--- src/rtl/brff_pkg.sv ---
// ----------------------------------------------------------------------------
// brff_pkg
// Shared types, sizes and operation codes of the range bit vector with
// find-first.
// ----------------------------------------------------------------------------
package brff_pkg;

	localparam int MAX_BITS    = 256;
	localparam int IDX_W       = $clog2(MAX_BITS);
	localparam int CNT_W       = IDX_W + 1;
	localparam int END_W       = IDX_W + 2;
	localparam int FUNC_W      = 3;
	localparam int CHUNK_W     = 32;
	localparam int NUM_CHUNKS  = MAX_BITS / CHUNK_W;
	localparam int CHUNK_SEL_W = $clog2(NUM_CHUNKS);
	localparam int OFF_W       = $clog2(CHUNK_W);

	typedef logic [FUNC_W-1:0]      func_t;
	typedef logic [IDX_W-1:0]       idx_t;
	typedef logic [CNT_W-1:0]       cnt_t;
	typedef logic [END_W-1:0]       end_t;
	typedef logic [MAX_BITS-1:0]    vec_t;
	typedef logic [CHUNK_W-1:0]     chunk_t;
	typedef logic [CHUNK_SEL_W-1:0] chunk_sel_t;
	typedef logic [OFF_W-1:0]       off_t;

	localparam func_t OP_TEST       = 3'd0;
	localparam func_t OP_SET        = 3'd1;
	localparam func_t OP_CLEAR      = 3'd2;
	localparam func_t OP_FLIP       = 3'd3;
	localparam func_t OP_FIND_SET   = 3'd4;
	localparam func_t OP_FIND_CLEAR = 3'd5;

	localparam cnt_t ACTIVE_BITS_RESET = cnt_t'(MAX_BITS);

	typedef enum logic [2:0] {
		ST_IDLE,
		ST_MASK,
		ST_APPLY,
		ST_SCAN,
		ST_DONE
	} state_t;

	// Commands from the controller to the datapath.
	typedef struct packed {
		logic capture;
		logic build_mask;
		logic apply;
		logic scan_step;
		logic load_result;
	} ctl_t;

	// Status from the datapath to the controller.
	typedef struct packed {
		logic err;
		logic op_modify;
		logic op_scan;
		logic hit_now;
		logic last_chunk;
	} sts_t;

	// Position of the lowest set bit of a chunk; zero when none is set.
	function automatic off_t lowest_set(input chunk_t v);
		off_t pos;
		pos = '0;
		for (int i = CHUNK_W - 1; i >= 0; i--) begin
			if (v[i])
				pos = off_t'(i);
		end
		return pos;
	endfunction

endpackage

--- src/rtl/brff_cfg_if.sv ---
// ----------------------------------------------------------------------------
// brff_cfg_if
// Write channel of the active_bits configuration register.
// ----------------------------------------------------------------------------
interface brff_cfg_if;
	logic              valid;
	logic              ready;
	brff_pkg::cnt_t    active_bits;

	modport source(output valid, output active_bits, input ready);
	modport sink(input valid, input active_bits, output ready);
endinterface

--- src/rtl/brff_cmd_if.sv ---
// ----------------------------------------------------------------------------
// brff_cmd_if
// Command channel: operation, start position and range length.
// ----------------------------------------------------------------------------
interface brff_cmd_if;
	logic              valid;
	logic              ready;
	brff_pkg::func_t   func;
	brff_pkg::idx_t    start_position;
	brff_pkg::cnt_t    range_length;

	modport source(output valid, output func, output start_position,
		output range_length, input ready);
	modport sink(input valid, input func, input start_position,
		input range_length, output ready);
endinterface

--- src/rtl/brff_res_if.sv ---
// ----------------------------------------------------------------------------
// brff_res_if
// Result channel: one result per command.
// ----------------------------------------------------------------------------
interface brff_res_if;
	logic              valid;
	logic              ready;
	logic              all_set;
	logic              found;
	brff_pkg::idx_t    found_index;
	logic              range_error;

	modport source(output valid, output all_set, output found,
		output found_index, output range_error, input ready);
	modport sink(input valid, input all_set, input found,
		input found_index, input range_error, output ready);
endinterface

--- src/rtl/brff_ctrl.sv ---
// ----------------------------------------------------------------------------
// brff_ctrl
// Command sequencer: accepts a command, steps the datapath through mask
// build, update or chunk scan, and hands the result to the output register.
// ----------------------------------------------------------------------------
module brff_ctrl (
	input  logic           clk,
	input  logic           arst_n,
	input  logic           cmd_valid,
	output logic           cmd_ready,
	output logic           res_valid,
	input  logic           res_ready,
	output brff_pkg::ctl_t ctl,
	input  brff_pkg::sts_t sts
);
	import brff_pkg::*;

	state_t state_q, state_d;
	logic   res_valid_q;

	always_ff @(posedge clk or negedge arst_n) begin
		if (!arst_n) begin
			state_q <= ST_IDLE;
		end else begin
			state_q <= state_d;
		end
	end

	always_comb begin
		state_d   = state_q;
		ctl       = '0;
		cmd_ready = 1'b0;
		case (state_q)
			ST_IDLE: begin
				cmd_ready = 1'b1;
				if (cmd_valid) begin
					ctl.capture = 1'b1;
					state_d     = ST_MASK;
				end
			end
			ST_MASK: begin
				ctl.build_mask = 1'b1;
				if (sts.err)
					state_d = ST_DONE;
				else if (sts.op_modify)
					state_d = ST_APPLY;
				else if (sts.op_scan)
					state_d = ST_SCAN;
				else
					state_d = ST_DONE;
			end
			ST_APPLY: begin
				ctl.apply = 1'b1;
				state_d   = ST_DONE;
			end
			ST_SCAN: begin
				ctl.scan_step = 1'b1;
				if (sts.hit_now || sts.last_chunk)
					state_d = ST_DONE;
			end
			ST_DONE: begin
				// The result waits here until the output register is free.
				if (!res_valid_q || res_ready) begin
					ctl.load_result = 1'b1;
					state_d         = ST_IDLE;
				end
			end
			default: begin
				state_d = ST_IDLE;
			end
		endcase
	end

	always_ff @(posedge clk or negedge arst_n) begin
		if (!arst_n) begin
			res_valid_q <= 1'b0;
		end else if (ctl.load_result) begin
			res_valid_q <= 1'b1;
		end else if (res_ready) begin
			res_valid_q <= 1'b0;
		end
	end

	assign res_valid = res_valid_q;
endmodule

--- src/rtl/brff_dp.sv ---
// ----------------------------------------------------------------------------
// brff_dp
// Datapath: bit store, active size register, range mask, chunked
// find-first scan and the result register.
// ----------------------------------------------------------------------------
module brff_dp (
	input  logic              clk,
	input  logic              arst_n,
	input  logic              cfg_we,
	input  brff_pkg::cnt_t    cfg_active_bits,
	input  brff_pkg::func_t   cmd_func,
	input  brff_pkg::idx_t    cmd_start,
	input  brff_pkg::cnt_t    cmd_length,
	input  brff_pkg::ctl_t    ctl,
	output brff_pkg::sts_t    sts,
	output logic              res_all_set,
	output logic              res_found,
	output brff_pkg::idx_t    res_found_index,
	output logic              res_range_error
);
	import brff_pkg::*;

	vec_t       store_q;
	cnt_t       active_bits_q;
	func_t      op_q;
	idx_t       start_q;
	end_t       end_q;
	logic       err_q;
	vec_t       mask_q;
	chunk_sel_t chunk_q;
	logic       found_q;
	idx_t       index_q;
	logic       all_set_q;
	logic       hit_q;
	idx_t       hit_index_q;
	logic       error_q;

	end_t       size_in_use;
	end_t       cmd_end;
	chunk_t     cur_data;
	chunk_t     cur_mask;
	chunk_t     cur_match;
	logic       want_set;
	logic       is_find;

	always_ff @(posedge clk or negedge arst_n) begin
		if (!arst_n) begin
			active_bits_q <= ACTIVE_BITS_RESET;
		end else if (cfg_we) begin
			active_bits_q <= cfg_active_bits;
		end
	end

	always_comb begin
		if (end_t'(active_bits_q) > end_t'(MAX_BITS))
			size_in_use = end_t'(MAX_BITS);
		else
			size_in_use = end_t'(active_bits_q);
		cmd_end = end_t'(cmd_start) + end_t'(cmd_length);
	end

	always_ff @(posedge clk) begin
		if (ctl.capture) begin
			op_q    <= cmd_func;
			start_q <= cmd_start;
			end_q   <= cmd_end;
			err_q   <= (cmd_end > size_in_use);
		end
		if (ctl.build_mask) begin
			for (int i = 0; i < MAX_BITS; i++)
				mask_q[i] <= (end_t'(i) >= end_t'(start_q)) && (end_t'(i) < end_q);
		end
	end

	assign want_set = (op_q == OP_FIND_SET);
	assign is_find  = (op_q == OP_FIND_SET) || (op_q == OP_FIND_CLEAR);

	// The test operation scans for a clear bit; finding none means all set.
	assign cur_data  = store_q[{chunk_q, off_t'(0)} +: CHUNK_W];
	assign cur_mask  = mask_q[{chunk_q, off_t'(0)} +: CHUNK_W];
	assign cur_match = (want_set ? cur_data : ~cur_data) & cur_mask;

	always_ff @(posedge clk or negedge arst_n) begin
		if (!arst_n) begin
			store_q <= '0;
		end else if (ctl.apply) begin
			case (op_q)
				OP_SET:   store_q <= store_q | mask_q;
				OP_CLEAR: store_q <= store_q & ~mask_q;
				OP_FLIP:  store_q <= store_q ^ mask_q;
				default:  store_q <= store_q;
			endcase
		end
	end

	always_ff @(posedge clk) begin
		if (ctl.capture) begin
			chunk_q <= '0;
			found_q <= 1'b0;
			index_q <= '0;
		end else if (ctl.scan_step) begin
			chunk_q <= chunk_q + chunk_sel_t'(1);
			if (|cur_match) begin
				found_q <= 1'b1;
				index_q <= {chunk_q, lowest_set(cur_match)};
			end
		end
	end

	always_comb begin
		sts.err        = err_q;
		sts.op_modify  = (op_q == OP_SET) || (op_q == OP_CLEAR) || (op_q == OP_FLIP);
		sts.op_scan    = (op_q == OP_TEST) || is_find;
		sts.hit_now    = |cur_match;
		sts.last_chunk = (chunk_q == chunk_sel_t'(NUM_CHUNKS - 1));
	end

	always_ff @(posedge clk) begin
		if (ctl.load_result) begin
			all_set_q   <= !err_q && (op_q == OP_TEST) && !found_q;
			hit_q       <= !err_q && is_find && found_q;
			hit_index_q <= (!err_q && is_find && found_q) ? index_q : '0;
			error_q     <= err_q;
		end
	end

	assign res_all_set     = all_set_q;
	assign res_found       = hit_q;
	assign res_found_index = hit_index_q;
	assign res_range_error = error_q;
endmodule

--- src/rtl/bitmap_range_ops_find_first.sv ---
// ----------------------------------------------------------------------------
// bitmap_range_ops_find_first
// Bit vector with range test, set, clear, flip and find-first operations.
// ----------------------------------------------------------------------------
// The cfg channel writes active_bits, the number of bits in use; write it only
// while no command is in flight. Each transfer on cmd carries an operation,
// a start position and a length, and yields exactly one transfer on res.
// A range that ends past the size in use reports range_error and changes
// nothing. One command is handled at a time: it is taken in the idle cycle,
// its range mask is built in the next cycle, and then the store is updated
// or scanned 32 bits per cycle, stopping at the first match or after the
// last chunk. The result then waits in the done state until the output
// register is free. The output register holds a result until res is ready;
// meanwhile the next command is accepted and worked on, and waits before the
// output if the receiver still stalls. Reset clears every bit of the store,
// sets active_bits to 256 and empties the output register.
// ----------------------------------------------------------------------------
module bitmap_range_ops_find_first (
	input  logic   clk,
	input  logic   arst_n,
	brff_cfg_if.sink   cfg,
	brff_cmd_if.sink   cmd,
	brff_res_if.source res
);
	import brff_pkg::*;

	ctl_t ctl;
	sts_t sts;

	assign cfg.ready = 1'b1;

	brff_ctrl u_ctrl (
		.clk       (clk),
		.arst_n    (arst_n),
		.cmd_valid (cmd.valid),
		.cmd_ready (cmd.ready),
		.res_valid (res.valid),
		.res_ready (res.ready),
		.ctl       (ctl),
		.sts       (sts)
	);

	brff_dp u_dp (
		.clk             (clk),
		.arst_n          (arst_n),
		.cfg_we          (cfg.valid),
		.cfg_active_bits (cfg.active_bits),
		.cmd_func        (cmd.func),
		.cmd_start       (cmd.start_position),
		.cmd_length      (cmd.range_length),
		.ctl             (ctl),
		.sts             (sts),
		.res_all_set     (res.all_set),
		.res_found       (res.found),
		.res_found_index (res.found_index),
		.res_range_error (res.range_error)
	);
endmodule

--- src/flat_wrapper.sv ---
// flat-port wrapper written by rule: the top's interface ports become plain ports
module bitmap_range_ops_find_first_flat import brff_pkg::*;
  (clk, arst_n, cfg_valid, cfg_active_bits, cfg_ready, cmd_valid, cmd_func, cmd_start_position, cmd_range_length, cmd_ready, res_valid, res_all_set, res_found, res_found_index, res_range_error, res_ready);
  brff_cfg_if cfg_i ();
  brff_cmd_if cmd_i ();
  brff_res_if res_i ();
  input  logic clk;
  input  logic arst_n;
  input wire logic [$bits(cfg_i.valid)-1:0] cfg_valid;
  input wire logic [$bits(cfg_i.active_bits)-1:0] cfg_active_bits;
  output wire logic [$bits(cfg_i.ready)-1:0] cfg_ready;
  input wire logic [$bits(cmd_i.valid)-1:0] cmd_valid;
  input wire logic [$bits(cmd_i.func)-1:0] cmd_func;
  input wire logic [$bits(cmd_i.start_position)-1:0] cmd_start_position;
  input wire logic [$bits(cmd_i.range_length)-1:0] cmd_range_length;
  output wire logic [$bits(cmd_i.ready)-1:0] cmd_ready;
  output wire logic [$bits(res_i.valid)-1:0] res_valid;
  output wire logic [$bits(res_i.all_set)-1:0] res_all_set;
  output wire logic [$bits(res_i.found)-1:0] res_found;
  output wire logic [$bits(res_i.found_index)-1:0] res_found_index;
  output wire logic [$bits(res_i.range_error)-1:0] res_range_error;
  input wire logic [$bits(res_i.ready)-1:0] res_ready;
  assign cfg_i.valid = cfg_valid;
  assign cfg_i.active_bits = cfg_active_bits;
  assign cfg_ready = cfg_i.ready;
  assign cmd_i.valid = cmd_valid;
  assign cmd_i.func = cmd_func;
  assign cmd_i.start_position = cmd_start_position;
  assign cmd_i.range_length = cmd_range_length;
  assign cmd_ready = cmd_i.ready;
  assign res_valid = res_i.valid;
  assign res_all_set = res_i.all_set;
  assign res_found = res_i.found;
  assign res_found_index = res_i.found_index;
  assign res_range_error = res_i.range_error;
  assign res_i.ready = res_ready;
  bitmap_range_ops_find_first u_core (.clk(clk), .arst_n(arst_n), .cfg(cfg_i), .cmd(cmd_i), .res(res_i));
endmodule
--- config.mk ---
export PLATFORM = sky130hd
export DESIGN_NAME = bitmap_range_ops_find_first_flat
export DESIGN_NICKNAME = d
export VERILOG_FILES = /design/src/rtl/brff_pkg.sv /design/src/rtl/brff_cfg_if.sv /design/src/rtl/brff_cmd_if.sv /design/src/rtl/brff_res_if.sv /design/src/rtl/brff_ctrl.sv /design/src/rtl/brff_dp.sv /design/src/rtl/bitmap_range_ops_find_first.sv /design/src/flat_wrapper.sv
export SDC_FILE = /design/constraint.sdc
export NUM_CORES = 2
export LEC_CHECK = 0
export BUFFER_PORTS_ARGS = -buffer_cell sky130_fd_sc_hd__clkbuf_2
export CORE_ASPECT_RATIO = 1.75
export CORE_MARGIN = 4
export CORE_UTILIZATION = 56
export DETAILED_ROUTE_END_ITERATION = 10
export GPL_TIMING_DRIVEN = 0
export PLACE_DENSITY = 0.75
export SETUP_SLACK_MARGIN = 0.2
export SYNTH_ARGS = -nofsm -noshare
export SYNTH_HDL_FRONTEND = slang
export SYNTH_SLANG_ARGS = --single-unit
--- constraint.sdc ---
create_clock -name clk -period 45.6 [get_ports clk]
set_input_delay 0 -clock clk [delete_from_list [all_inputs] [get_ports clk]]
set_output_delay 0 -clock clk [all_outputs]
set_load 0.02 [all_outputs]
==> run summary, run 1 <==
Status = aborted with a tool error
Last stage reached = global routing
Error = [ERROR GRT-0116] Global routing finished with congestion. Check the congestion regions in the DRC Viewer.
Vias in the first global route = 42256
Post-CTS Repair Setup Buffers = 0
Syn nets = 5004
RD Place Congestion = 1.23
Sequential share of the synthesized area = 37.0%
H-tree depth = 2
Pin count of the biggest net entering global routing = 99
Clock root buffer master = clkbuf_16
Clock Tree Buf Depth = 3
Placed cell area = 44300 um^2
Initial Util = 56.4%
Cells after Synth = 4438
Row count = 133
Avg Cell Area, Syn = 9.54 um^2
Ys flop type = edfxtp_1
Yosys cell types = 78
Global-route usage over all layers = 62.1%
Post-synth EDFFs = 289
Hpwl dp = 177000 um
First-pass GRT wire length = 352000 um
Cts repair resizes = 0
YS warnings = 0
Clk sink count = 570
Asr flop ratio synth = 47.2%
Mapped cell area = 42300 um^2
GRT overflow = 93
Die Ht = 372 um
IO Pins = 48
Buffers added on ports = 45
Die W = 216 um
CTS buffer count = 57
Yosys reg bits = 570
-- metrics by stage --
stage               hold slack (ps)  util, %  worst slack [ps]  std cells
floorplan                      -296        -             25300       4438
global placement                184     58.4             17290       5495
detailed placement              120     59.0             40980       5529
CTS                            40.1     62.1             40970       5682
-- per-layer routing --
metal,global-route usage [%],GRT overflow
met1,61.0,1
met2,84.8,43
met3,35.6,2
met4,69.3,47
met5,7.78,0
-- what timing repair did --
action,4_1_cts
hold buffers,45
endpoints found under the setup margin,0
hold endpoints to repair,115
-- cells in the mapped netlist (6+ instances only) --
| cell type | number | area [um^2] |
|---|---|---|
| mux2_2 | 264 | 2970 |
| nand2_1 | 654 | 2450 |
| dfrtp_1 | 268 | 6710 |
| xnor2_1 | 24 | 210 |
| nor3_1 | 72 | 360 |
| or2_2 | 14 | 87.6 |
| a21oi_1 | 130 | 651 |
| a311oi_1 | 15 | 131 |
| mux4_2 | 113 | 2540 |
| o21ai_0 | 592 | 2960 |
| a21o_1 | 10 | 75.1 |
| inv_1 | 528 | 1980 |
| edfxtp_1 | 289 | 8680 |
| dfxtp_1 | 12 | 240 |
| buf_4 | 11 | 82.6 |
| a221oi_1 | 48 | 420 |
| nand3_1 | 23 | 115 |
| a2111oi_0 | 8 | 70.1 |
| o32ai_1 | 9 | 78.8 |
| o21bai_1 | 6 | 45.0 |
| nor2b_1 | 16 | 100 |
| buf_1 | 15 | 56.3 |
| o22ai_1 | 23 | 144 |
| or3_1 | 12 | 75.1 |
| ha_1 | 531 | 6640 |
| a211oi_1 | 57 | 428 |
| buf_6 | 18 | 203 |
| and3_1 | 15 | 93.8 |
| a31oi_1 | 8 | 50.1 |
| and2_1 | 20 | 125 |
| mux4_1 | 11 | 289 |
| xor2_1 | 37 | 324 |
| nand2b_1 | 35 | 219 |
| nor2_1 | 200 | 751 |
| clkbuf_1 | 232 | 871 |
| mux2i_1 | 28 | 280 |
| o21a_1 | 13 | 97.6 |
| o21ai_1 | 9 | 45.0 |
-- kinds of logic after synthesis --
logic type / count (synthesis) / share of synthesized area [%]
adder cells (fa/ha/maj): 532 / 15.7
AND/OR/NAND/NOR: 1084 / 10.8
buffers and inverters: 820 / 7.91
AO/OA/AOI/OAI: 953 / 12.9
flip-flops: 570 / 37.0
XOR/XNOR: 62 / 1.30
multiplexers: 416 / 14.4
other: 1 / 0.00886
==> run 2: changes to the inputs <==
Settings changed: CORE_ASPECT_RATIO 1.75 to not set, CORE_UTILIZATION 56 to 40, PLACE_DENSITY 0.75 to not set, PLACE_DENSITY_LB_ADDON set to 0.15, SETUP_SLACK_MARGIN 0.2 to not set.
==> run summary, run 2 <==
Clk sink count = 570 (unchanged)
DRC = 0
H-tree depth = 3 (was 2)
RSZ-0062 raised after global routing = false
Clock root buffer master = clkbuf_16 (unchanged)
Maximum Capacitance Violations = 1
Yosys top cell area share = 20.5% (unchanged)
Routed WL = 232000 um
First-pass GRT wire length = 309000 um
Max frequency = 193 MHz
Worst Setup End Kind = flop
Top Family by Delay on Critical Path = buffers and inverters
Commonest cells in the netlist = nand2_1, o21ai_0, ha_1 (unchanged)
GRT overflow = 0
Post-layout min period = 5190 ps
Vias/cell = 6.15
Pin count of the biggest net entering global routing = 93
Final-report max-slew violation count = 10
CP max stage cell = buf_1
Mapped cell area = 42300 um^2 (unchanged)
Die W = 333 um (was 216 um)
Initial Util = 40.3% (was 56.4%)
Row count = 119 (was 133)
Post-route ant nets = 0
Leak = 21.0 nW
Most frequent cells in the layout = nand2_1, o21ai_0, ha_1, inv_1, edfxtp_1
Sequential share of the synthesized area = 37.0% (unchanged)
Cells after Synth = 4438 (unchanged)
Layout Skew = 44.3 ps
Slew @ Worst Pin = 1510 ps
CTS tree = built
R2R depth = 9
Post-CTS Repair Setup Buffers = 0 (unchanged)
Avg Cell Area, Syn = 9.54 um^2 (unchanged)
Buffers added on ports = 45 (unchanged)
Yosys top cell by area = edfxtp_1 (unchanged)
Critical Path RT = 46090 ps
Critical path class = flop to flop
Post-synth EDFFs = 289 (unchanged)
Ys flop type = edfxtp_1 (unchanged)
CP bufs+invs = 3
Via count = 37450
Synth area leaders = edfxtp_1, dfrtp_1, ha_1 (unchanged)
Worst reg2reg startpoint = u_core.u_dp.chunk_q[2]
Critical Path Source Type = flop
Hpwl dp = 185000 um (was 177000 um)
Yosys reg bits = 570 (unchanged)
Failing checks = max-capacitance violations, max-slew violations
Hold Path Class = input port to asynchronous set/reset pin
PD cells = 68.8 nW/um^2
Core Area = 105000 um^2
IO Pins = 48 (unchanged)
Final hold vios = 0
Count leader, synth = nand2_1 (unchanged)
R2R setup slack = 40410 ps
Vias in the first global route = 34706
Placed cell count = 5905 (was 5529)
Die ar. = 111000 um^2
Die Ht = 333 um (was 372 um)
Worst-Skew Late Latency = 680 ps
Worst r2r dst = u_core.u_ctrl.state_q[2]
Yosys cell types = 78 (unchanged)
Crit-path max cell delay = 870 ps
RD Place Congestion = 1.06 (was 1.23)
Pre-antenna DRT Iters = 6
CTS buffer count = 75 (was 57)
Fin cells = 6094
TNS Setup = 0 ps
Clock-pin slew on the worst setup and hold paths = 60 ps
Setup violators final = 0
Area growth from synthesis to layout = 12.5%
Asr flop ratio synth = 47.2% (unchanged)
Slew HR = -0.411%
Clock Tree Buf Depth = 3 (unchanged)
YS warnings = 0 (unchanged)
Layout Nets = 5200
Syn nets = 5004 (unchanged)
Routed len/inst = 38.0 um
Share of post-route cells with drive strength above 1 = 13.7%
CP Cell Sequence = buf_2 -> buf_1 -> clkbuf_1 -> o21ai_0 -> or3_1 -> or2_1 -> nor4_2 -> nor3b_1 -> o32ai_1
CP max FO = 10
Largest regs = u_core.u_dp.mask_q x256, u_core.u_dp.store_q x256, u_core.u_dp.end_q x10
Tcrit/Tclk final = 11.4%
Status = finished, violations left (was aborted with a tool error)
Commonest non-fill, non-tap cell in the layout = nand2_1
Worst EP arrival = 5680 ps
Global-route usage over all layers = 40.9%
Antenna violations before repair = 20
Initial DRC count = 5228
Max VDD drop = 0.0354 mV
run 2: cell counts after synthesis:
No cell type changed its count.
run 2: per-stage QoR:
stage	setup WS (ps)	power (mW)	area, um^2	utilization (%)	hold WS (ps)
after CTS	40620	3.21	47600	45.3	34.7
after floorplan	25300	1.89	42300	-	-296
after global routing	40590	3.42	47600	45.3	68.6
after detailed placement	40670	2.59	44700	42.6	161
final	40410	3.27	47600	45.3	14.5
after global placement	14810	2.63	44300	42.1	179
run 2: timing repair:
| item | CTS | global route |
|---|---|---|
| resized for setup | 0 | 0 |
| hold buffers | 43 | 0 |
| endpoints found under the hold margin | 123 | 0 |
run 2: final cells by class:
class	instances	area (um^2)
antenna	10	25.0
buffer	288	1350
clock buffer	101	2050
clock inverter	35	389
fill	10182	57500
inverter	532	2000
multi-input combinational	3048	23400
sequential	570	15700
tap	1391	1740
timing repair buffer	119	1040
run 2: worst register-to-register path, cell delays in order, from the launching register on:
cell and delay, ps:
dfxtp_1 340, buf_2 420, buf_1 890, clkbuf_1 800, o21ai_0 540, or3_1 470
or2_1 260, nor4_2 460, nor3b_1 670, o32ai_1 180
run 2: cell families after synthesis:
logic type / synth area share (%)
fa+ha+maj: 15.7
xor+xnor: 1.30
simple gates: 10.8
compound gates: 12.9
flops: 37.0
buf+inv: 7.91
other cells: 0.00886
mux: 14.4
run 2: worst max path at each step:
stage                                        start  depth (start not counted)  slack [ps]                  endpoint
after floorplan           u_core.u_ctrl.state_q[0]                          4       25300  u_core.u_ctrl.state_q[0]
after global placement    u_core.u_ctrl.state_q[2]                          3       14810  u_core.u_ctrl.state_q[1]
after detailed placement    u_core.u_dp.chunk_q[2]                          9       40670  u_core.u_ctrl.state_q[2]
after CTS                   u_core.u_dp.chunk_q[2]                          9       40620  u_core.u_ctrl.state_q[2]
after global routing        u_core.u_dp.chunk_q[1]                         13       40590  u_core.u_ctrl.state_q[2]
final                       u_core.u_dp.chunk_q[2]                          9       40410  u_core.u_ctrl.state_q[2]
run 2: report_power, final:
| group | switching (mW) | leakage [nW] | internal (mW) |
|---|---|---|---|
| logic | 0.949 | 13.6 | 0.557 |
| clock network | 0.255 | 1.19 | 0.356 |
| registers | 0.375 | 6.27 | 0.783 |
run 2: metal layers:
layer / up-vias / track usage, % / share of wire (%)
met5: - / 0.0426 / 0.020
met2: 2424 / 59.3 / 41
met4: 6 / 31.0 / 9.8
met3: 657 / 9.58 / 10
met1: 18657 / 52.9 / 39
li1: 15706 / - / -
Power figures use the tool's default switching activity.
